### config.mk
export PLATFORM = sky130hd
export DESIGN_NAME = sem_sqrt
export DESIGN_NICKNAME = d
export VERILOG_FILES = /design/src/sem_pkg.sv /design/src/sem_sqrt.sv
export SDC_FILE = /design/constraint.sdc
export NUM_CORES = 1
export LEC_CHECK = 0
export BUFFER_PORTS_ARGS = -buffer_cell sky130_fd_sc_hd__buf_2
export CAP_MARGIN = 10
export CELL_PAD_IN_SITES_DETAIL_PLACEMENT = 0
export CELL_PAD_IN_SITES_GLOBAL_PLACEMENT = 2
export CORE_MARGIN = 10
export CORE_UTILIZATION = 45
export DETAILED_ROUTE_END_ITERATION = 8
export PLACE_DENSITY = 0.88
export SYNTH_ARGS = -nofsm -noshare
export SYNTH_HDL_FRONTEND = slang
export SYNTH_SLANG_ARGS = --single-unit
export TNS_END_PERCENT = 1
### constraint.sdc
create_clock -name clk -period 10.4 [get_ports clk]
set_clock_uncertainty 0.2 [all_clocks]
set_input_delay 1.04 -clock clk [delete_from_list [all_inputs] [get_ports clk]]
set_output_delay 1.04 -clock clk [all_outputs]
set_load 0.02 [all_outputs]
### src/sem_pkg.sv
package sem_pkg;

  // configuration port
  localparam int ADDR_W = 3;
  localparam int DATA_W = 32;
  localparam int DIM_W  = 11;
  localparam logic REG_WIDTH  = 1'b0;
  localparam logic REG_HEIGHT = 1'b1;
  localparam logic [DIM_W-1:0] WIDTH_RESET  = 11'd640;
  localparam logic [DIM_W-1:0] HEIGHT_RESET = 11'd480;
  localparam int MIN_DIM = 3;

  // gray = (r+g+b)/3 as (sum * 683) >> 11, exact for sums up to 765
  localparam int SUM_W = 10;
  localparam int GRAY_PROD_W = 20;
  localparam logic [SUM_W-1:0] GRAY_RECIP = 10'd683;
  localparam int GRAY_SHIFT = 11;

  localparam int PIX_W = 8;
  localparam int ABS_W = 10;
  localparam int SQ_W  = 21;
  localparam int RAD_W = 16;
  localparam int REM_W = 10;
  localparam int SQRT_STAGES = 4;

  typedef struct packed {
    logic [PIX_W-1:0] alpha;
    logic             last;
  } tag_t;

endpackage

### src/sem_sqrt.sv
module sem_sqrt (
  input  logic                          clk,
  input  logic                          rst,
  input  logic                          en,
  input  logic                          in_valid,
  input  logic                          in_sat,
  input  logic [sem_pkg::RAD_W-1:0]     in_radicand,
  input  sem_pkg::tag_t                 in_tag,
  output logic                          out_valid,
  output logic [sem_pkg::PIX_W-1:0]     out_root,
  output sem_pkg::tag_t                 out_tag
);

  localparam int STAGES = sem_pkg::SQRT_STAGES;
  localparam int RW = sem_pkg::REM_W;
  localparam int PW = sem_pkg::PIX_W;
  localparam int SW = RW + PW;

  // one radix-4 digit: bring down two radicand bits, try (4*root+1)
  function automatic logic [SW-1:0] sqrt_step(input logic [RW-1:0] rem,
                                              input logic [PW-1:0] root,
                                              input logic [1:0] pair);
    logic [RW+1:0] part;
    logic [RW+1:0] trial;
    logic [SW-1:0] res;
    part  = {rem, pair};
    trial = {2'b00, root, 2'b01};
    if (part >= trial) begin
      res = {RW'(part - trial), root[PW-2:0], 1'b1};
    end else begin
      res = {part[RW-1:0], root[PW-2:0], 1'b0};
    end
    return res;
  endfunction

  logic                      st_valid [STAGES];
  logic [RW-1:0]             st_rem   [STAGES];
  logic [PW-1:0]             st_root  [STAGES];
  logic [sem_pkg::RAD_W-1:0] st_rad   [STAGES];
  logic                      st_sat   [STAGES];
  sem_pkg::tag_t             st_tag   [STAGES];

  logic                      pv_valid [STAGES];
  logic [RW-1:0]             pv_rem   [STAGES];
  logic [PW-1:0]             pv_root  [STAGES];
  logic [sem_pkg::RAD_W-1:0] pv_rad   [STAGES];
  logic                      pv_sat   [STAGES];
  sem_pkg::tag_t             pv_tag   [STAGES];

  for (genvar g = 0; g < STAGES; g++) begin : g_stage
    logic [SW-1:0] step_a;
    logic [SW-1:0] step_b;

    if (g == 0) begin : g_first
      assign pv_valid[g] = in_valid;
      assign pv_rem[g]   = '0;
      assign pv_root[g]  = '0;
      assign pv_rad[g]   = in_radicand;
      assign pv_sat[g]   = in_sat;
      assign pv_tag[g]   = in_tag;
    end else begin : g_next
      assign pv_valid[g] = st_valid[g-1];
      assign pv_rem[g]   = st_rem[g-1];
      assign pv_root[g]  = st_root[g-1];
      assign pv_rad[g]   = st_rad[g-1];
      assign pv_sat[g]   = st_sat[g-1];
      assign pv_tag[g]   = st_tag[g-1];
    end

    assign step_a = sqrt_step(pv_rem[g], pv_root[g], pv_rad[g][sem_pkg::RAD_W-1-4*g -: 2]);
    assign step_b = sqrt_step(step_a[SW-1:PW], step_a[PW-1:0],
                              pv_rad[g][sem_pkg::RAD_W-3-4*g -: 2]);

    always_ff @(posedge clk) begin
      if (rst) begin
        st_valid[g] <= 1'b0;
      end else if (en) begin
        st_valid[g] <= pv_valid[g];
      end
    end

    always_ff @(posedge clk) begin
      if (en) begin
        st_rem[g]  <= step_b[SW-1:PW];
        st_root[g] <= step_b[PW-1:0];
        st_rad[g]  <= pv_rad[g];
        st_sat[g]  <= pv_sat[g];
        st_tag[g]  <= pv_tag[g];
      end
    end
  end

  assign out_valid = st_valid[STAGES-1];
  assign out_root  = st_sat[STAGES-1] ? {PW{1'b1}} : st_root[STAGES-1];
  assign out_tag   = st_tag[STAGES-1];

endmodule

## Word level (Yosys, flattened, before mapping)

Memory sizes are Yosys's and may differ from the RTL's.
Cells that the tools add are included.

| cells by class | value |
|---|---|
| $add $sub $neg | 8 |
| magnitude comparators | 8 |
| muxes and demuxes | 19 |
| bitwise gates (word level) | 4 |

Operators by type and width:

| cell | count |
|---|---|
| 18-bit 2-to-1 mux | 8 |
| 12-bit by 10-bit greater-or-equal comparator with 1-bit output | 7 |
| 10-bit subtractor | 7 |
| 1-bit 2-to-1 mux | 10 |
| 8-bit 2-to-1 mux | 1 |
| 1-bit OR | 4 |
| 2-bit by 1-bit subtractor with 3-bit output (second input constant) | 1 |
| 2-bit by 1-bit greater-or-equal comparator with 1-bit output (second input constant) | 1 |

| word-level totals | value |
|---|---|
| register bits after elaboration | 0 |
| RAM bits | 180 |
| input port bits | 30 |
| word-level logic and storage cells | 45 |
| memories kept | 6 |

Memories:

| memory | words | bits a word | rd ports | clocked after Yosys merged registers in | wr ports | RTL line | RTL |
|---|---|---|---|---|---|---|---|
| st_rad | 4 | 16 | 3 | 0 | 4 | sem_sqrt.sv:39 | `logic [sem_pkg::RAD_W-1:0] st_rad [STAGES];` |
| st_rem | 4 | 10 | 3 | 0 | 4 | sem_sqrt.sv:37 | `logic [RW-1:0] st_rem [STAGES];` |
| st_tag | 4 | 9 | 4 | 0 | 4 | sem_sqrt.sv:41 | `sem_pkg::tag_t st_tag [STAGES];` |
| st_root | 4 | 8 | 4 | 0 | 4 | sem_sqrt.sv:38 | `logic [PW-1:0] st_root [STAGES];` |
| st_sat | 4 | 1 | 4 | 0 | 4 | sem_sqrt.sv:40 | `logic st_sat [STAGES];` |
| st_valid | 4 | 1 | 4 | 0 | 4 | sem_sqrt.sv:36 | `logic st_valid [STAGES];` |

## Depth between registers and ports, before layout

An unclocked memory read counts as a cell.

| depth | value |
|---|---|
| depth in word-level cells | 5 |
| mapped depth | 17 |
| depth with buffers taken out | 16 |

## Least setup slack after synthesis

No wires, ideal clock.

| timing | value |
|---|---|
| kind | register to register |
| start | memory st_rem[1][4] (netlist name) |
| end | memory st_rem[2][6] (netlist name) (data pin) |
| library setup time | 264 ps |
| arrival time | 3564 ps |
| setup slack | 6372 ps |
| cell stages (with the launch flop) | 13 |
| path buffers | 1 |
| cell sequence | edfxtp_1 -> or4_4 -> nor3_4 -> nand3_4 -> buf_6 -> mux2_4 -> ha_1 -> nand3_1 -> or4_1 -> a2bb2oi_1 -> nand4_4 -> nor2_4 -> o41a_1 |

RTL lines:

| item | RTL line |
|---|---|
| from (decl) | sem_sqrt.sv:37 |

==> results.json <==
{
  "crit_type": "reg -> reg",
  "cts_max_level": 4,
  "clock_path_buffers": 2,
  "whs_ns": 0.215,
  "synth_area_um2": 6030,
  "start_util": 0.457,
  "drc": 0,
  "period_share": 0.423,
  "cp-start-kind": "flip-flop",
  "synth-seq-cells": 115,
  "io_buffer_count": 47,
  "crit_fanout": 14,
  "tns_ns": 0,
  "die_area_um2": 18400,
  "slew_violations": 0,
  "rsz0062_at_grt": "no",
  "tightest_slew_ns": 0.909,
  "cts_inserted_buffers": 17,
  "drtIter0Drc": 188,
  "ys.flop_type": "edfxtp_1",
  "ant_nets": 0,
  "gr-total-overflow": 0,
  "slowest_delay_ns": 0.51,
  "postCtsSetupBuffers": 0,
  "fmax_ghz": 0.227,
  "peakVddDrop_mv": 0.190,
  "drive_gt1_frac": 0.209,
  "track_usage": 0.129,
  "final-setup-viol-count": 0,
  "required_ns": 10.36,
  "nets": 603,
  "synth_cells": 472,
  "relSlewSlack": 0.394,
  "wirelength_mm": 11.4,
  "insertion_delay_ns": 0.41,
  "crit_path_frequent_cell": "ha_1",
  "diodes": 0,
  "syn_nets": 542,
  "synth.avg_cell_area_um2": 12.8,
  "drt-pass1-iter-count": 4,
  "path_buf_inv": 1,
  "period_needed_ns": 4.40,
  "syn_to_final_growth_pct": 16.9,
  "cts.clk_slew.worst_paths_ns": 0.06,
  "p_leak_nw": 2.73,
  "antenna_found_initial": 0,
  "cts_tree": "built",
  "path_delay_family": "simple AND/OR/NAND/NOR gates",
  "place.gp.congestion": 0.896,
  "rows": 42,
  "hold_viol": 0,
  "first_global_vias": 3849,
  "grt_first_pass_wirelength_mm": 18.7,
  "avgViaCountPerCell": 5.24,
  "ys_seq_area_frac": 0.573,
  "dp_hpwl_mm": 8.29,
  "worst_ep_arrival_time_ns": 4.35,
  "end_kind": "flip-flop",
  "holdBufCountCts": 0,
  "die_w_um": 136,
  "pwr_density_cell_nw_per_um2": 209,
  "ios": 48,
  "die_h_um": 136,
  "yosysWarnings": 0,
  "fin_util": 0.534,
  "clock_sinks": 115,
  "yosys.cell_types.count": 67,
  "grt_max_degree": 77,
  "cp_slowest_cell": "or4_1",
  "worstPathCellList": "inv_1 > ha_1 > a21oi_1 > and2_1 > nand3_4 > mux2_4 > ha_1 > nand3_1 > or4_1 > a2bb2oi_1 > nand4_4 > nor2_4 > o41a_1",
  "cts_root_buf": "clkbuf_16",
  "vias": 3780,
  "cts-resized-gates": 0,
  "drv_cap": 0,
  "avgRoutedWirePerCell_um": 15.8,
  "synth_edf_count": 115,
  "core_um2": 13200,
  "worstHoldPathType": "reg -> reg",
  "async_reset_ff_frac": 0,
  "status": "complete, no violations"
}
-- final timing paths --
| kind | slack (ns) | cells after the start | endpoint | from |
|---|---|---|---|---|
| worst max-delay path | 6.00 | 13 | st_rem[2][6] | st_root[1][3] |
| worst min-delay path | 0.21 | 0 | st_tag[2][6] | st_tag[1][6] |
| worst max register to register | 6.00 | 13 | st_rem[2][6] | st_root[1][3] |
| worst min register to register | 0.21 | 0 | st_tag[2][6] | st_tag[1][6] |
-- state kept, by name, summed over array words and instances (netlist names) --
register / count
st_sat: 4
st_rem: 27
st_root: 20
st_valid: 4
st_rad: 24
st_tag: 36
-- Yosys cell counts, types with 3 or more instances --
master | instances | area share
clkbuf_1 | 4 | 0.0025
a31oi_1 | 6 | 0.0062
and2_1 | 7 | 0.0073
edfxtp_1 | 115 | 0.57
xor2_1 | 15 | 0.022
or4_1 | 3 | 0.0037
o21ai_0 | 20 | 0.017
nor4_1 | 6 | 0.0062
or2_2 | 13 | 0.013
inv_2 | 3 | 0.0019
a21o_1 | 10 | 0.012
nor3_1 | 9 | 0.0075
inv_1 | 33 | 0.021
nand3_1 | 9 | 0.0075
ha_1 | 40 | 0.083
nor2_1 | 23 | 0.014
xnor2_1 | 12 | 0.017
and3_1 | 4 | 0.0042
or3_1 | 3 | 0.0031
o21a_1 | 4 | 0.0050
mux2i_1 | 7 | 0.012
nand2b_1 | 3 | 0.0031
a211oi_1 | 4 | 0.0050
nor2b_1 | 4 | 0.0042
o211ai_1 | 6 | 0.0075
nand4_1 | 4 | 0.0042
mux2_4 | 4 | 0.010
nand2_1 | 23 | 0.014
nand3b_1 | 5 | 0.0062
o21ai_1 | 4 | 0.0033
a21oi_1 | 24 | 0.020
-- routing by layer --
layer,vias to the layer above,track usage,wire length [um]
met5,-,0,0
met4,0,0.0658,219
met3,14,0.0364,383
met2,69,0.218,5830
met1,1788,0.146,4970
li1,1909,-,-
-- where the power goes --
part / switching, W / internal, W
Combinational: 0.000177 / 0.000132
Sequential: 0.0000261 / 0.000572
Clock: 0.000210 / 0.000355
Total: 0.000413 / 0.00106
-- cell usage in the layout (no fill, tap or decap), types with 4 or more instances in the layout --
cell       Yosys  layout
o21ai_1        4       4
o211ai_1       6       6
clkinv_4       0       4
nand3b_1       5       5
o21ai_0       20      20
mux2_4         4       4
xnor2_1       12      12
nor2_1        23      23
nand2_1       23      23
a211oi_1       4       4
mux2i_1        7       7
nor3_1         9       9
a21o_1        10      10
nor2b_1        4       4
and2_1         7       7
a31oi_1        6       6
edfxtp_1     115     115
nor4_1         6       6
nand3_1        9       9
clkbuf_16      0      17
and3_1         4       4
inv_1         33      33
or2_2         13      13
a21oi_1       24      24
nand4_1        4       4
buf_2          1      46
o21a_1         4       4
xor2_1        15      15
ha_1          40      40
-- cell families after synthesis --
family	Yosys count	synth area share
flip-flops	115	0.573
buffers and inverters	43	0.0289
AO/OA/AOI/OAI	100	0.115
AND/OR/NAND/NOR	132	0.131
multiplexers	14	0.0272
adder cells (fa/ha/maj)	40	0.0831
XOR/XNOR	28	0.0419
-- worst register-to-register path: cells and delay by family, from the launching register on --
family | cells | cell delay (ns)
AND/OR/NAND/NOR | 6 | 1.44
AO/OA/AOI/OAI | 3 | 0.87
adder cells (fa/ha/maj) | 2 | 0.65
flip-flops | 1 | 0.45
multiplexers | 1 | 0.37
buffers and inverters | 1 | 0.16
-- through the flow --
stage | cells | setup slack (ns) | area (um2) | total power [W]
detailed placement | 690 | 6.02 | 6460 | 0.000916
global route | 722 | 5.70 | 7040 | 0.00155
global placement | 690 | 6.12 | 6460 | 0.000910
finish | 722 | 6.00 | 7040 | 0.00147
floorplan | 472 | 6.37 | 6030 | 0.000836
CTS | 722 | 6.00 | 7040 | 0.00149
-- cell type report --
type / count / area (um2)
repair buffers: 49 / 253
fillers: 1097 / 6150
multi-input cells: 314 / 2400
clock buffers: 18 / 429
flip-flops and latches: 115 / 3450
inverters: 36 / 135
clock inverters: 14 / 155
well taps: 176 / 220
Power figures use the tool's default switching activity.
