`config.mk`:
```
export PLATFORM = sky130hd
export DESIGN_NAME = sem_grad
export DESIGN_NICKNAME = d
export VERILOG_FILES = /design/src/sem_pkg.sv /design/src/sem_grad.sv
export SDC_FILE = /design/constraint.sdc
export NUM_CORES = 1
export LEC_CHECK = 0
export BUFFER_PORTS_ARGS = -buffer_cell sky130_fd_sc_hd__buf_2
export CAP_MARGIN = 10
export CORE_ASPECT_RATIO = 1.1
export CORE_MARGIN = 5
export CORE_UTILIZATION = 42
export DETAILED_ROUTE_END_ITERATION = 8
export GPL_ROUTABILITY_DRIVEN = 0
export PLACE_DENSITY = 0.62
export SLEW_MARGIN = 5
export SYNTH_ARGS = -nofsm -noshare
export SYNTH_HDL_FRONTEND = slang
export SYNTH_SLANG_ARGS = --single-unit
```
`constraint.sdc`:
```
create_clock -name clk -period 5.9 [get_ports clk]
set_input_delay 0.295 -clock clk [delete_from_list [all_inputs] [get_ports clk]]
set_output_delay 0.295 -clock clk [all_outputs]
set_load 0.03 [all_outputs]
```
`src/sem_pkg.sv`:
```
package sem_pkg;

  // configuration port
  localparam int ADDR_W = 3;
  localparam int DATA_W = 32;
  localparam int DIM_W  = 11;
  localparam logic REG_WIDTH  = 1'b0;
  localparam logic REG_HEIGHT = 1'b1;
  localparam logic [DIM_W-1:0] WIDTH_RESET  = 11'd640;
  localparam logic [DIM_W-1:0] HEIGHT_RESET = 11'd480;
  localparam int MIN_DIM = 3;

  // gray = (r+g+b)/3 as (sum * 683) >> 11, exact for sums up to 765
  localparam int SUM_W = 10;
  localparam int GRAY_PROD_W = 20;
  localparam logic [SUM_W-1:0] GRAY_RECIP = 10'd683;
  localparam int GRAY_SHIFT = 11;

  localparam int PIX_W = 8;
  localparam int ABS_W = 10;
  localparam int SQ_W  = 21;
  localparam int RAD_W = 16;
  localparam int REM_W = 10;
  localparam int SQRT_STAGES = 4;

  typedef struct packed {
    logic [PIX_W-1:0] alpha;
    logic             last;
  } tag_t;

endpackage

```
`src/sem_grad.sv`:
```
module sem_grad (
  input  logic                          clk,
  input  logic                          rst,
  input  logic                          en,
  input  logic                          in_valid,
  input  logic [sem_pkg::PIX_W-1:0]     win [9],
  input  sem_pkg::tag_t                 in_tag,
  output logic                          out_valid,
  output logic                          out_sat,
  output logic [sem_pkg::RAD_W-1:0]     out_radicand,
  output sem_pkg::tag_t                 out_tag
);

  localparam int AW = sem_pkg::ABS_W;
  localparam int GW = AW + 1;

  logic [AW-1:0] x_pos, x_neg, y_pos, y_neg;
  logic signed [GW-1:0] gx, gy;
  logic [AW-1:0] ax, ay;
  logic [AW-1:0] ax_q, ay_q;
  logic          abs_valid;
  sem_pkg::tag_t abs_tag;
  logic [sem_pkg::SQ_W-1:0] sq;
  logic          sq_valid;
  sem_pkg::tag_t sq_tag;

  // window rows: 0..2 oldest line, 6..8 newest, column 2 is the newest pixel
  assign x_pos = AW'(win[2]) + AW'({win[5], 1'b0}) + AW'(win[8]);
  assign x_neg = AW'(win[0]) + AW'({win[3], 1'b0}) + AW'(win[6]);
  assign y_pos = AW'(win[0]) + AW'({win[1], 1'b0}) + AW'(win[2]);
  assign y_neg = AW'(win[6]) + AW'({win[7], 1'b0}) + AW'(win[8]);

  assign gx = $signed({1'b0, x_pos}) - $signed({1'b0, x_neg});
  assign gy = $signed({1'b0, y_pos}) - $signed({1'b0, y_neg});
  assign ax = gx[GW-1] ? AW'(-gx) : AW'(gx);
  assign ay = gy[GW-1] ? AW'(-gy) : AW'(gy);

  always_ff @(posedge clk) begin
    if (rst) begin
      abs_valid <= 1'b0;
      sq_valid  <= 1'b0;
    end else if (en) begin
      abs_valid <= in_valid;
      sq_valid  <= abs_valid;
    end
  end

  always_ff @(posedge clk) begin
    if (en) begin
      ax_q    <= ax;
      ay_q    <= ay;
      abs_tag <= in_tag;
      sq      <= sem_pkg::SQ_W'(ax_q * ax_q) + sem_pkg::SQ_W'(ay_q * ay_q);
      sq_tag  <= abs_tag;
    end
  end

  assign out_valid    = sq_valid;
  assign out_sat      = |sq[sem_pkg::SQ_W-1:sem_pkg::RAD_W];
  assign out_radicand = sq[sem_pkg::RAD_W-1:0];
  assign out_tag      = sq_tag;

endmodule

```
After elaboration in Yosys (flattened, before gate mapping)
Index checks and enable logic that the tools add are counted.
Widths: inputs -> output; s select.
Word-level totals
  RAM bits: 0
  logic and storage cells: 27
  flip-flop bits (word level): 61
  memories: 0
  latch bits: 0
  ROM bits: 0
  output and inout port bits: 27
  input port bits: 85
Operators by class
  reduce and logical (&&, ||, !) cells: 1
  multipliers: 2
  bitwise operators: 0
  add/subtract/negate cells: 13
  div/mod/pow operators: 0
  shift operators: 0
  equal/unequal tests: 0
  multiplexer cells: 2
  order comparisons: 0
Operators by type and width (number)
  $add 10x8->10: 4
  $add 8x9->10: 4
  $mul 10x10->20: 2
  $sub 10x10->11: 2
  $add 20x20->21: 1
  $mux 10: 2
  $neg 10->10: 2
  $reduce_or 5->1: 1

Longest topological paths before layout
Gate-level depths: netlist of run 1.
  depth in word-level cells: 5
  gate-level depth with buffers: 21
  mapped depth without buffers: 20

Least setup slack after synthesis of run 1
No wires, ideal clock.
  path kind: register -> register
  start point: register ax_q[2]
  end point: register sq[18] in the netlist's numbering (data pin)
  library setup time: 180 ps
  clock period less this slack: 6078 ps
  buffers on the path: 1
  setup slack: -178 ps
  data required time: 5720 ps
  arrival: 5898 ps
  cell stages (with the launch flop): 21
  cells stage by stage: edfxtp_1 -> clkbuf_1 -> and2_1 -> fa_1 -> inv_1 -> fa_1 -> inv_1 -> fa_1 -> fa_1 -> fa_1 -> fa_1 -> inv_1 -> fa_1 -> inv_1 -> ha_1 -> a21o_1 -> a21oi_1 -> o21bai_1 -> a2111oi_2 -> nor2_1 -> o311ai_1
Between the ends
  longest elaborated chain between the ends: 2
Ends and longest elaborated chain
  start, declared: line sem_grad.sv:20  | logic [AW-1:0] ax_q, ay_q;
  start signal, assigned: line sem_grad.sv:50  | ax_q <= ax;
  $mul 10x10->20: line sem_grad.sv:53  | sq <= sem_pkg::SQ_W'(ax_q * ax_q) + sem_pkg::SQ_W'(ay_q * ay_q);
  $add 20x20->21: line sem_grad.sv:53
  end signal, assigned: line sem_grad.sv:53
  end, declared: line sem_grad.sv:23  | logic [sem_pkg::SQ_W-1:0] sq;
Every way passes these cells.
A chain may end at the register's enable or synchronous reset.

Worst setup path after layout of run 1
  start point: register ay_q[3]
  end point: register sq[18] in the netlist's numbering (data pin)
Between the ends
  longest elaborated chain between the ends: 2
Ends and longest elaborated chain
  start, declared: line sem_grad.sv:20
  start signal, assigned: line sem_grad.sv:51  | ay_q <= ay;
  $mul 10x10->20: line sem_grad.sv:53
  $add 20x20->21: line sem_grad.sv:53
Every way passes these cells.

==> results of run 1 <==
==> metrics by stage <==
stage | utilization (%) | hold WS (ns) | setup slack (ns) | setup TNS (ns)
after floorplan | - | 0.367 | 0.0102 | 0
after CTS | 49.3 | 0.0999 | 0.00474 | 0
after global routing | 49.6 | 0.107 | -0.257 | -1.53
after detailed placement | 47.8 | 0.406 | -0.178 | -0.495
final | 49.6 | 0.111 | -0.0264 | -0.0418
after global placement | 47.8 | 0.401 | -0.136 | -0.281
==> worst max path at each step <==
| stage | end | slack (ns) | depth (start not counted) |
|---|---|---|---|
| after detailed placement | sq[18]$_DFFE_PP_ | -0.18 | 20 |
| after global routing | sq[20]$_DFFE_PP_ | -0.26 | 22 |
| after floorplan | sq[18]$_DFFE_PP_ | 0.01 | 20 |
| after global placement | sq[18]$_DFFE_PP_ | -0.14 | 21 |
| after CTS | sq[18]$_DFFE_PP_ | 0.005 | 19 |
| final | sq[18]$_DFFE_PP_ | -0.03 | 19 |
==> registers in the layout, indices dropped and copies added (netlist names) <==
| signal | flops |
|---|---|
| abs_tag | 9 |
| abs_valid | 1 |
| ax_q | 10 |
| ay_q | 10 |
| out_tag | 9 |
| out_valid | 1 |
| sq | 21 |
==> synthesized netlist by cell type (2+ instances only) <==
| cell type | n | area, um2 |
|---|---|---|
| sky130_fd_sc_hd__nand3_1 | 4 | 20.0 |
| sky130_fd_sc_hd__a31oi_1 | 8 | 50.1 |
| sky130_fd_sc_hd__or4_1 | 2 | 15.0 |
| sky130_fd_sc_hd__clkbuf_1 | 18 | 67.6 |
| sky130_fd_sc_hd__dfxtp_1 | 2 | 40.0 |
| sky130_fd_sc_hd__inv_1 | 257 | 965 |
| sky130_fd_sc_hd__ha_1 | 113 | 1410 |
| sky130_fd_sc_hd__nand2b_1 | 5 | 31.3 |
| sky130_fd_sc_hd__o31ai_1 | 3 | 22.5 |
| sky130_fd_sc_hd__nor2_1 | 34 | 128 |
| sky130_fd_sc_hd__mux2i_1 | 4 | 40.0 |
| sky130_fd_sc_hd__o21bai_1 | 7 | 52.6 |
| sky130_fd_sc_hd__xnor2_1 | 36 | 315 |
| sky130_fd_sc_hd__o311a_1 | 2 | 20.0 |
| sky130_fd_sc_hd__o21ai_0 | 10 | 50.1 |
| sky130_fd_sc_hd__and2_1 | 44 | 275 |
| sky130_fd_sc_hd__xor2_1 | 15 | 131 |
| sky130_fd_sc_hd__o311ai_0 | 2 | 17.5 |
| sky130_fd_sc_hd__fa_1 | 192 | 3840 |
| sky130_fd_sc_hd__a21oi_1 | 19 | 95.1 |
| sky130_fd_sc_hd__and3_1 | 7 | 43.8 |
| sky130_fd_sc_hd__or3_1 | 3 | 18.8 |
| sky130_fd_sc_hd__or2_2 | 3 | 18.8 |
| sky130_fd_sc_hd__a211o_1 | 2 | 17.5 |
| sky130_fd_sc_hd__nor2b_1 | 7 | 43.8 |
| sky130_fd_sc_hd__a21o_1 | 21 | 158 |
| sky130_fd_sc_hd__a21oi_2 | 3 | 26.3 |
| sky130_fd_sc_hd__buf_4 | 16 | 120 |
| sky130_fd_sc_hd__a211oi_1 | 6 | 45.0 |
| sky130_fd_sc_hd__nand2_1 | 60 | 225 |
| sky130_fd_sc_hd__nor3_1 | 9 | 45.0 |
| sky130_fd_sc_hd__edfxtp_1 | 59 | 1770 |
| sky130_fd_sc_hd__nand3b_1 | 3 | 22.5 |
| sky130_fd_sc_hd__o21a_1 | 4 | 30.0 |
| sky130_fd_sc_hd__o211ai_1 | 2 | 15.0 |
| sky130_fd_sc_hd__a21boi_0 | 2 | 15.0 |
==> layout make-up <==
type,count,share of cell area (%)
clock buffers,9,1.86
repair buffers,182,9.19
clock inverters,7,0.866
well taps,310,3.20
flip-flops and latches,61,14.9
multi-input cells,649,62.0
inverters,257,7.95
==> placed cells by master, fill, tap and decap left out, types with 6 or more instances in the layout <==
master	synthesis	final
sky130_fd_sc_hd__fa_1	192	190
sky130_fd_sc_hd__buf_2	1	103
sky130_fd_sc_hd__edfxtp_1	59	59
sky130_fd_sc_hd__nand2_1	60	60
sky130_fd_sc_hd__xnor2_1	36	36
sky130_fd_sc_hd__nor2_1	34	30
sky130_fd_sc_hd__nor3_1	9	8
sky130_fd_sc_hd__o21ai_0	10	10
sky130_fd_sc_hd__inv_1	257	253
sky130_fd_sc_hd__clkbuf_16	0	9
sky130_fd_sc_hd__buf_4	16	77
sky130_fd_sc_hd__o21bai_1	7	6
sky130_fd_sc_hd__and3_1	7	7
sky130_fd_sc_hd__nor2b_1	7	7
sky130_fd_sc_hd__a21oi_1	19	17
sky130_fd_sc_hd__xor2_1	15	15
sky130_fd_sc_hd__a21o_1	21	21
sky130_fd_sc_hd__a31oi_1	8	8
sky130_fd_sc_hd__ha_1	113	111
sky130_fd_sc_hd__and2_1	44	43
==> worst max-delay path, delay by kind of cell, from the launching register on <==
family	cells	cell delay (ns)
AO/OA/AOI/OAI	3	0.81
adder cells (fa/ha/maj)	8	3.67
buffers and inverters	6	0.63
flip-flops	1	0.49
AND/OR/NAND/NOR	2	0.13
==> kinds of logic (layout without fill, tap and decap cells) <==
group,count (synthesis),in the layout,share of synthesized area (%)
and+or+nand+nor,185,185,8.98
AOI/OAI and AO/OA,102,102,7.04
buffers and inverters,292,455,11.1
DFF,61,61,17.4
adders and majority gates,305,305,50.5
xor gates and xnor gates,52,52,4.45
muxes,5,5,0.493
==> metal layers <==
| metal | GRT usage (%) | vias up |
|---|---|---|
| met4 | 3.62 | 0 |
| met5 | 0 | - |
| met3 | 2.31 | 22 |
| met2 | 28.6 | 85 |
| li1 | - | 3412 |
| met1 | 17.9 | 3473 |
==> repair_timing <==
action	4_1_cts	5_1_grt
resized for setup	16	8
endpoints found under the setup margin	6	11
pin swaps	18	5
hold buffers	0	0
buffers inserted	1	3
==> metrics.sh, run 1 <==
ASYNC_FLOP_SHARE_PCT=0
TIMING.HOLD.WORST.CLASS='in2reg'
CTS_INSERTED_BUFFERS=9
FLOORPLAN.INITIALDENSITY_PCT=42.5
WORST_SETUP_PATH_END_KIND='register'
MAX_CAP_VIOL_COUNT=0
MIN_PATH_CELLS=2
CTS_ROOT_BUFFER='sky130_fd_sc_hd__clkbuf_16'
CORE.ROWCOUNT=60
DRT_FIRST_ITER_VIOLATIONS=193
WORSTREG2REGSTART='ay_q[3]$_DFFE_PP_'
CTS.SINK_COUNT=61
TIMING.CRITICAL_PATH.ARRIVAL_NS=6.09
SYNTHCELLS=1002
GRT_ANTENNA_BEFORE_REPAIR=0
DIE_WIDTH_UM=160
REG2REG_TO='sq[18]$_DFFE_PP_'
HPWLAFTERDP_UM=17600
FMAXACHIEVABLE_MHz=169
TIMING.CRITICAL_PATH.FROM='ay_q[3]$_DFFE_PP_'
GRT-OVFL-TOTAL=0
DESIGN.PORTCOUNT=112
AVGSYNTHCELLAREA_UM2=10.4
CORE_AREA_UM2=24500
PATH_MAX_FANOUT=5
SEQ_AREA_UM2=1810
HTREE_NUM_LEVELS=3
SETUP.REG_TO_REG.WORST_SLACK_NS=-0.03
YOSYS.CELL_TYPES.COUNT=54
SYNTH_NETS=1392
CRIT_PATH_MAX_INCR_DELAY_NS=0.57
SETUP_CRIT_START_KIND='register'
WORST_CLOCK_SKEW_NS=0.0108
MIN_PERIOD_NS=5.93
GLOBAL_ROUTE.USAGE.TOTAL_PCT=15.1
DETAIL_ROUTE.WL_PER_CELL_UM=13.5
DIE_HEIGHT_UM=175
RESULT_OF_THE_RUN='complete, but fails checks'
POST_ROUTE_CELLS_DRIVE_ABOVE_1_SHARE_PCT=19.9
SLEW_VIOLATIONS=0
SLOWEST_STAGE='sky130_fd_sc_hd__fa_1'
SLEW-LIMIT-HEADROOM_PCT=45.7
TIMING_HOLD_VIOLATIONS_FINAL=0
MIN_PERIOD_OVER_PERIOD_PCT=100
VIOLATIONS='negative setup slack'
FINALSETUPVIOLCOUNT=3
VIASPERCELL=4.74
VIAS=6992
HOLD-PATH-ENDPOINT='abs_valid$_SDFFE_PP0P_'
POSTROUTEANTENNANETS=0
DRT-MET1-WL_UM=8030
PLACED_CELLS=1455
CLOCK_LATENCY_NS=0.35
PATH_COMMON_CELL='sky130_fd_sc_hd__fa_1'
SYNTHTOLAYOUTAREAGROWTH_PCT=16.6
MULTI_INPUT_AREA_UM2=7530
GRT_PASS1_WL_UM=34600
WL_MET2_UM=11000
DIE-AREA_UM2=28000
MAXUSEDROUTINGLAYER='met4'
POST-ROUTE-DRC-COUNT=0
YS.FLOP_TYPE='sky130_fd_sc_hd__edfxtp_1'
FINAL_LAYOUT_FILL_CELL_COUNT=2267
TIMING.REG2REG.WORST_PATH_DEPTH=19
NUMPORTBUFFERS=103
HOLD_PATH_ORIGIN='rst'
FIN_CELLS=1475
CLK_PIN_SLEW_WORST_PATHS_NS=0.06
MAX_BUFFERS_ROOT_TO_SINK=2
ROUTED_WL_UM=20000
FINALNETCOUNT=1550
DRT_FIRST_PASS_ITERS=4
SETUP.WORST_PATH.CLASS='reg2reg'
YS_SEQ_ELEMENTS=61
VIA_COUNT_OF_THE_FIRST_GLOBAL_ROUTING_PASS=7533
SEQ_AREA_FRAC_SYNTH_PCT=17.4
ROUTED-WL-MET3_UM=627
WORSTPATHREQUIRED_NS=6.06
FIN_WS_NS=-0.0264
WORST_SLEW_PIN_SLEW_NS=0.814
SYNTH-EDFF-COUNT=59
PLACEDINSTANCEAREA_UM2=11700
MAXIMUM_NUMBER_OF_PINS_ON_ONE_NET_BEFORE_GLOBAL_ROUTE_REPAIR=62
TRITONCTS='done'
ANTENNA_CELLS=0
TIMING.CRITICAL_PATH.CELLS='buf_4 -> fa_1 -> inv_1 -> fa_1 -> inv_1 -> fa_1 -> fa_1 -> fa_1 -> fa_1 -> inv_1 -> fa_1 -> inv_1 -> ha_1 -> o21ai_0 -> nor3_2 -> a2111oi_2 -> buf_4 -> nor2_4 -> o311ai_1'
RSZ0062_AT_GRT='true'
DESIGN_AREA_UM2=12100
SYN_AREA_UM2=10400
YS_WARN_COUNT=0
Power of run 1 is not shown: default switching activity piles up to over one toggle a cycle in this logic, so the estimate is an artifact.
==> run 2: changes to the inputs <==
--- a/config.mk
+++ b/config.mk
@@ -10,9 +10,9 @@
 export CORE_ASPECT_RATIO = 1.1
 export CORE_MARGIN = 5
 export CORE_UTILIZATION = 42
+export CTS_CLUSTER_DIAMETER = 40
 export DETAILED_ROUTE_END_ITERATION = 8
 export GPL_ROUTABILITY_DRIVEN = 0
-export PLACE_DENSITY = 0.62
 export SLEW_MARGIN = 5
 export SYNTH_ARGS = -nofsm -noshare
 export SYNTH_HDL_FRONTEND = slang
==> metrics.sh, run 2 (same netlist as run 1, synthesis figures left out) <==
FIN_UTIL_PCT=50.1  # +0.48 points
FMAXACHIEVABLE_MHz=167  # -1.1%
MIN_PERIOD_OVER_PERIOD_PCT=102  # +1.1 points
DIE_HEIGHT_UM=175  # unchanged
WORST_SLEW_PIN_SLEW_NS=0.823  # +0.00859 ns
TIMING.HOLD.WORST.CLASS='in2reg'
SYNTHTOLAYOUTAREAGROWTH_PCT=17.7
CTS_ROOT_BUFFER='sky130_fd_sc_hd__clkbuf_16'
POSTROUTEANTENNANETS=0  # unchanged
VIA_COUNT_OF_THE_FIRST_GLOBAL_ROUTING_PASS=7696  # +2.2%
MAX_BUFFERS_ROOT_TO_SINK=2  # unchanged
SETUP.REG_TO_REG.WORST_SLACK_NS=-0.09  # -0.07 ns
PATH_COMMON_CELL='sky130_fd_sc_hd__fa_1'
GLOBAL_ROUTE.USAGE.TOTAL_PCT=15.2  # +0.12 points
POST-ROUTE-DRC-COUNT=0  # unchanged
SETUP.WORST_PATH.CLASS='reg2reg'
WORST_CLOCK_SKEW_NS=0.00930  # -0.00145 ns
RSZ0062_AT_GRT='true'
FINALNETCOUNT=1557  # +0.45%
GRT-OVFL-TOTAL=0  # unchanged
MAX_CAP_VIOL_COUNT=0  # unchanged
DRT_FIRST_PASS_ITERS=5  # +1
SLEW_VIOLATIONS=0  # unchanged
ROUTED_WL_UM=20200  # +1.1%
CTS.SINK_COUNT=61  # unchanged
CORE.ROWCOUNT=60  # unchanged
DIE_WIDTH_UM=160  # unchanged
NUMPORTBUFFERS=103  # unchanged
HOLD-PATH-ENDPOINT='out_valid$_SDFFE_PP0P_'
CLK_PIN_SLEW_WORST_PATHS_NS=0.06  # about the same
REG2REG_TO='sq[18]$_DFFE_PP_'
GRT_ANTENNA_BEFORE_REPAIR=0  # unchanged
MAXIMUM_NUMBER_OF_PINS_ON_ONE_NET_BEFORE_GLOBAL_ROUTE_REPAIR=62  # unchanged
CRIT_PATH_MAX_INCR_DELAY_NS=0.60  # +0.03 ns
VIOLATIONS='negative setup slack'
LARGEST_REG_FLOPS=21  # unchanged
MIN_PATH_CELLS=2  # unchanged
FINAL.SETUP.TNS_NS=-0.120  # -0.0778 ns
HTREE_NUM_LEVELS=3  # unchanged
DIE-AREA_UM2=28000  # unchanged
TIMING.CRITICAL_PATH.CELLS='and2_4 -> fa_2 -> inv_2 -> fa_1 -> inv_1 -> fa_1 -> fa_1 -> fa_1 -> fa_1 -> inv_1 -> fa_1 -> inv_2 -> ha_4 -> a21o_1 -> a21oi_2 -> o21bai_2 -> a2111oi_4 -> buf_4 -> nor2_4 -> o311ai_1'
DRT_FIRST_ITER_VIOLATIONS=203  # +5.2%
SETUP_CRIT_START_KIND='register'
SLOWEST_STAGE='sky130_fd_sc_hd__fa_2'
GRT_PASS1_WL_UM=35100  # +1.4%
MOST_USED_CELLS_IN_THE_LAYOUT_EXCLUDING_FILL_AND_TAP_CELLS='249 x sky130_fd_sc_hd__inv_1, 188 x sky130_fd_sc_hd__fa_1, 107 x sky130_fd_sc_hd__ha_1'
FIN_WS_NS=-0.0925  # -0.0661 ns
DPL_WORST_SLACK_NS=-0.175  # +0.00282 ns
FINALSETUPVIOLCOUNT=3  # unchanged
WORSTPATHREQUIRED_NS=6.05  # about the same
HOLD_PATH_ORIGIN='rst'
TIMING.REG2REG.WORST_PATH_DEPTH=20  # +1
DESIGN.PORTCOUNT=112  # unchanged
RESULT_OF_THE_RUN='complete, but fails checks'
ANTENNA_CELLS=0  # unchanged
WORST_SETUP_PATH_END_KIND='register'
TIMING.CRITICAL_PATH.ARRIVAL_NS=6.15  # +0.06 ns
PATH_MAX_FANOUT=3  # -2
VIASPERCELL=4.74  # about the same
REGISTERS.TOP_BY_FF_COUNT='sq'
VIAS=7019  # +0.39%
HPWLAFTERDP_UM=17500  # -0.52%
LARGESTREGISTERS='sq (21), ax_q (10), ay_q (10)'
CORE_AREA_UM2=24500  # unchanged
MIN_PERIOD_NS=5.99  # +0.0661 ns
WORSTREG2REGSTART='ax_q[7]$_DFFE_PP_'
FLOORPLAN.INITIALDENSITY_PCT=42.5  # unchanged
CTS_INSERTED_BUFFERS=9  # unchanged
DESIGN_AREA_UM2=12300  # +0.96%
MOST_COMMON_CELL_AFTER_LAYOUT_FILL_AND_TAPS_ASIDE='sky130_fd_sc_hd__inv_1'
POST_ROUTE_CELLS_DRIVE_ABOVE_1_SHARE_PCT=21.6  # +1.7 points
PLACEDINSTANCEAREA_UM2=11700  # about the same
SLEW-LIMIT-HEADROOM_PCT=45.1  # -0.57 points
DETAIL_ROUTE.WL_PER_CELL_UM=13.6  # +0.58%
CLOCK_LATENCY_NS=0.34  # about the same
TRITONCTS='done'
TIMING_HOLD_VIOLATIONS_FINAL=0  # unchanged
-- run 2: worst max-delay path: cells and delay by family (launching register included) --
family                   cells  cell delay (ns)
adder cells (fa/ha/maj)      8             3.74
AO/OA/AOI/OAI                5             1.01
AND/OR/NAND/NOR              2             0.23
buffers and inverters        5             0.41
flip-flops                   1             0.43
-- run 2: how the worst max path moves through the flow --
stage,depth (start not counted),startpoint,end
final,20,ax_q[7]$_DFFE_PP_,sq[18]$_DFFE_PP_
after floorplan,20,ax_q[2]$_DFFE_PP_,sq[18]$_DFFE_PP_
after global routing,20,ax_q[7]$_DFFE_PP_,sq[18]$_DFFE_PP_
after CTS,21,ax_q[1]$_DFFE_PP_,sq[17]$_DFFE_PP_
after global placement,21,ax_q[5]$_DFFE_PP_,sq[18]$_DFFE_PP_
after detailed placement,20,ax_q[7]$_DFFE_PP_,sq[18]$_DFFE_PP_
-- run 2: area by class of cell --
type                       instances  area, um2
fill                            2300      12200
clock inverter                     7       75.1
clock buffer                       9        225
timing repair buffer             189       1200
tap                              310        388
multi-input combinational        649       7590
sequential                        61       1810
inverter                         257        965
-- run 2: layer usage --
layer | track usage [%] | part of all wire [%]
met1 | 18.2 | 40
met4 | 3.16 | 1.5
met3 | 2.22 | 2.5
met5 | 0 | 0
met2 | 28.9 | 56
-- run 2: timing repair --
item                                    in CTS  in global routing
gates resized for setup                     16                 33
setup buffers                                7                  6
endpoints found under the setup margin       7                 10
pin swaps                                   16                 36
hold buffers                                 0                  0
-- run 2: through the flow --
step | std cells | hold slack [ns]
after floorplan | 1002 | 0.367
after global placement | 1454 | 0.401
after detailed placement | 1454 | 0.405
after CTS | 1477 | 0.111
after global routing | 1482 | 0.112
final | 1482 | 0.124
Power of run 2 is left out for the same reason.
==> run 3: changes to the inputs <==
==> constraint.sdc (replaced) <==
create_clock -name clk -period 5.9 [get_ports clk]
set_input_delay 0.59 -clock clk [delete_from_list [all_inputs] [get_ports clk]]
set_output_delay 0.59 -clock clk [all_outputs]
set_load 0.03 [all_outputs]
==> metrics.sh, run 3 (same netlist as run 1, synthesis figures left out) <==
LARGEST_REG_FLOPS=21  # unchanged
VIA_COUNT_OF_THE_FIRST_GLOBAL_ROUTING_PASS=7615  # -1.1%
VIASPERCELL=4.74  # about the same
MOST_USED_CELLS_IN_THE_LAYOUT_EXCLUDING_FILL_AND_TAP_CELLS='253 x sky130_fd_sc_hd__inv_1, 189 x sky130_fd_sc_hd__fa_1, 108 x sky130_fd_sc_hd__ha_1'
SETUP.WORST_PATH.CLASS='reg2reg'
FINAL.SETUP.TNS_NS=0  # +0.120 ns
WORST_SLEW_PIN_SLEW_NS=0.819  # -0.00424 ns
TRITONCTS='done'
DETAIL_ROUTE.WL_PER_CELL_UM=13.6  # about the same
DIE-AREA_UM2=28000  # unchanged
VIAS=7021  # +0.028%
CORE_AREA_UM2=24500  # unchanged
GRT_PASS1_WL_UM=34600  # -1.5%
MAXIMUM_NUMBER_OF_PINS_ON_ONE_NET_BEFORE_GLOBAL_ROUTE_REPAIR=62  # unchanged
CTS_ROOT_BUFFER='sky130_fd_sc_hd__clkbuf_16'
WL_MET2_UM=11000  # -1.8%
RESULT_OF_THE_RUN='completed'
GRT_ANTENNA_BEFORE_REPAIR=1  # +1
MAX_BUFFERS_ROOT_TO_SINK=2  # unchanged
DIE_HEIGHT_UM=175  # unchanged
TIMING_HOLD_VIOLATIONS_FINAL=0  # unchanged
DESIGN.PORTCOUNT=112  # unchanged
DESIGN_AREA_UM2=12300  # +0.49%
CORE.ROWCOUNT=60  # unchanged
TIMING.CRITICAL_PATH.CELLS='and2_4 -> fa_2 -> inv_2 -> fa_1 -> inv_1 -> fa_1 -> fa_1 -> fa_1 -> fa_1 -> inv_2 -> fa_1 -> inv_2 -> ha_4 -> buf_6 -> a211oi_2 -> a31oi_1 -> buf_4 -> a31o_2 -> xor2_1'
CP_TOP_FAMILY='adder cells'
GRT-OVFL-TOTAL=0  # unchanged
PATH_MAX_FANOUT=6  # +3
FINALNETCOUNT=1556  # -0.064%
ROUTED-WL-MET3_UM=517  # +0.98%
MAXUSEDROUTINGLAYER='met4'
WORST_SETUP_PATH_END_KIND='register'
MIN_PERIOD_OVER_PERIOD_PCT=99.3  # -2.3 points
FINALSETUPVIOLCOUNT=0  # -3
SETUP_CRIT_START_KIND='register'
WORSTPATHREQUIRED_NS=5.98  # -0.07 ns
SYNTHTOLAYOUTAREAGROWTH_PCT=18.3
TIMING.HOLD.WORST.CLASS='in2reg'
PLACEDINSTANCEAREA_UM2=11700  # about the same
CLK_PIN_SLEW_WORST_PATHS_NS=0.06  # about the same
SETUP.REG_TO_REG.WORST_SLACK_NS=0.04  # +0.13 ns
POST_ROUTE_CELLS_DRIVE_ABOVE_1_SHARE_PCT=21.4  # -0.15 points
FIN_WS_NS=0.0419  # +0.134 ns
SLEW-LIMIT-HEADROOM_PCT=45.4  # +0.28 points
MOST_COMMON_CELL_AFTER_LAYOUT_FILL_AND_TAPS_ASIDE='sky130_fd_sc_hd__inv_1'
POSTROUTEANTENNANETS=0  # unchanged
TIMING.CRITICAL_PATH.ARRIVAL_NS=5.94  # -0.21 ns
FIN_UTIL_PCT=50.3  # +0.25 points
FMAXACHIEVABLE_MHz=171  # +2.3%
HPWLAFTERDP_UM=17600  # +0.25%
DRT_FIRST_PASS_ITERS=5  # unchanged
CTS_INSERTED_BUFFERS=9  # unchanged
WORST_CLOCK_SKEW_NS=0.00849  # -0.000818 ns
HTREE_NUM_LEVELS=3  # unchanged
MIN_PERIOD_NS=5.86  # -0.134 ns
CLOCK_LATENCY_NS=0.34  # about the same
RSZ0062_AT_GRT='true'
GLOBAL_ROUTE.USAGE.TOTAL_PCT=14.9  # -0.29 points
SLEW_VIOLATIONS=0  # unchanged
CTS.SINK_COUNT=61  # unchanged
CRIT_BUF_INV=6  # +1
DRT_FIRST_ITER_VIOLATIONS=254  # +25%
CRIT_PATH_MAX_INCR_DELAY_NS=0.61  # about the same
DRT-MET1-WL_UM=8270  # +1.5%
DPL_WORST_SLACK_NS=-0.122  # +0.0534 ns
MAX_CAP_VIOL_COUNT=0  # unchanged
DIE_WIDTH_UM=160  # unchanged
FLOORPLAN.INITIALDENSITY_PCT=42.5  # unchanged
SLOWEST_STAGE='sky130_fd_sc_hd__fa_2'
REGISTERS.TOP_BY_FF_COUNT='sq'
POST-ROUTE-DRC-COUNT=0  # unchanged
PATH_COMMON_CELL='sky130_fd_sc_hd__fa_1'
NUMPORTBUFFERS=103  # unchanged
LARGESTREGISTERS='sq (21), ax_q (10), ay_q (10)'
FINAL_LAYOUT_FILL_CELL_COUNT=2283  # -0.74%
ROUTED_WL_UM=20200  # about the same
-- run 3: cell count changes in the layout (fill, tap and decap cells not counted), sizes merged --
| cell | before | now |
|---|---|---|
| buf | 189 | 188 |
| bufinv | 1 | 2 |
| clkinvlp | 3 | 0 |
| diode | 0 | 1 |
| inv | 258 | 260 |
-- run 3: repair_timing --
action	4_1_cts	5_1_grt
resized for setup	15	36
pin swaps	17	20
cloned	0	0
setup buffers	6	4
setup endpoints to repair	9	11
hold buffers	0	0
-- run 3: per-stage QoR --
stage / instances / hold WS (ns)
after floorplan: 1002 / 0.400
after global placement: 1455 / 0.401
after detailed placement: 1455 / 0.406
after CTS: 1477 / 0.401
after global routing: 1481 / 0.405
final: 1482 / 0.414
-- run 3: final cells by class --
cell class	instances	area, um2	share of cell area [%]
multi-input cells	649	7610	61.8
flip-flops and latches	61	1810	14.7
repair buffers	188	1210	9.79
inverters	257	965	7.83
well taps	310	388	3.15
clock buffers	9	225	1.83
clock inverters	7	106	0.864
diodes	1	2.50	0.0203
-- run 3: worst paths after layout --
path,from,end,depth (start not counted)
worst max-delay path,ax_q[2]$_DFFE_PP_,sq[19]$_DFFE_PP_,19
worst min-delay path,rst,abs_valid$_SDFFE_PP0P_,2
worst max register to register,ax_q[2]$_DFFE_PP_,sq[19]$_DFFE_PP_,19
worst min register to register,abs_tag[2]$_DFFE_PP_,out_tag[2]$_DFFE_PP_,0
-- run 3: worst register-to-register path, delay by kind of cell, from the launching register on --
family                     cells  cell delay [ns]
adders and majority gates      8             3.79
and+or+nand+nor                1             0.17
DFF                            1             0.41
buffers and inverters          6             0.50
AOI/OAI and AO/OA              3             0.60
xor gates and xnor gates       1             0.14
-- run 3: layer usage --
layer / global-route usage, % / vias up
li1: - / 3431
met1: 17.9 / 3476
met2: 27.9 / 85
met3: 2.10 / 29
met4: 4.09 / 0
met5: 0 / -
Power of run 3 is left out for the same reason.
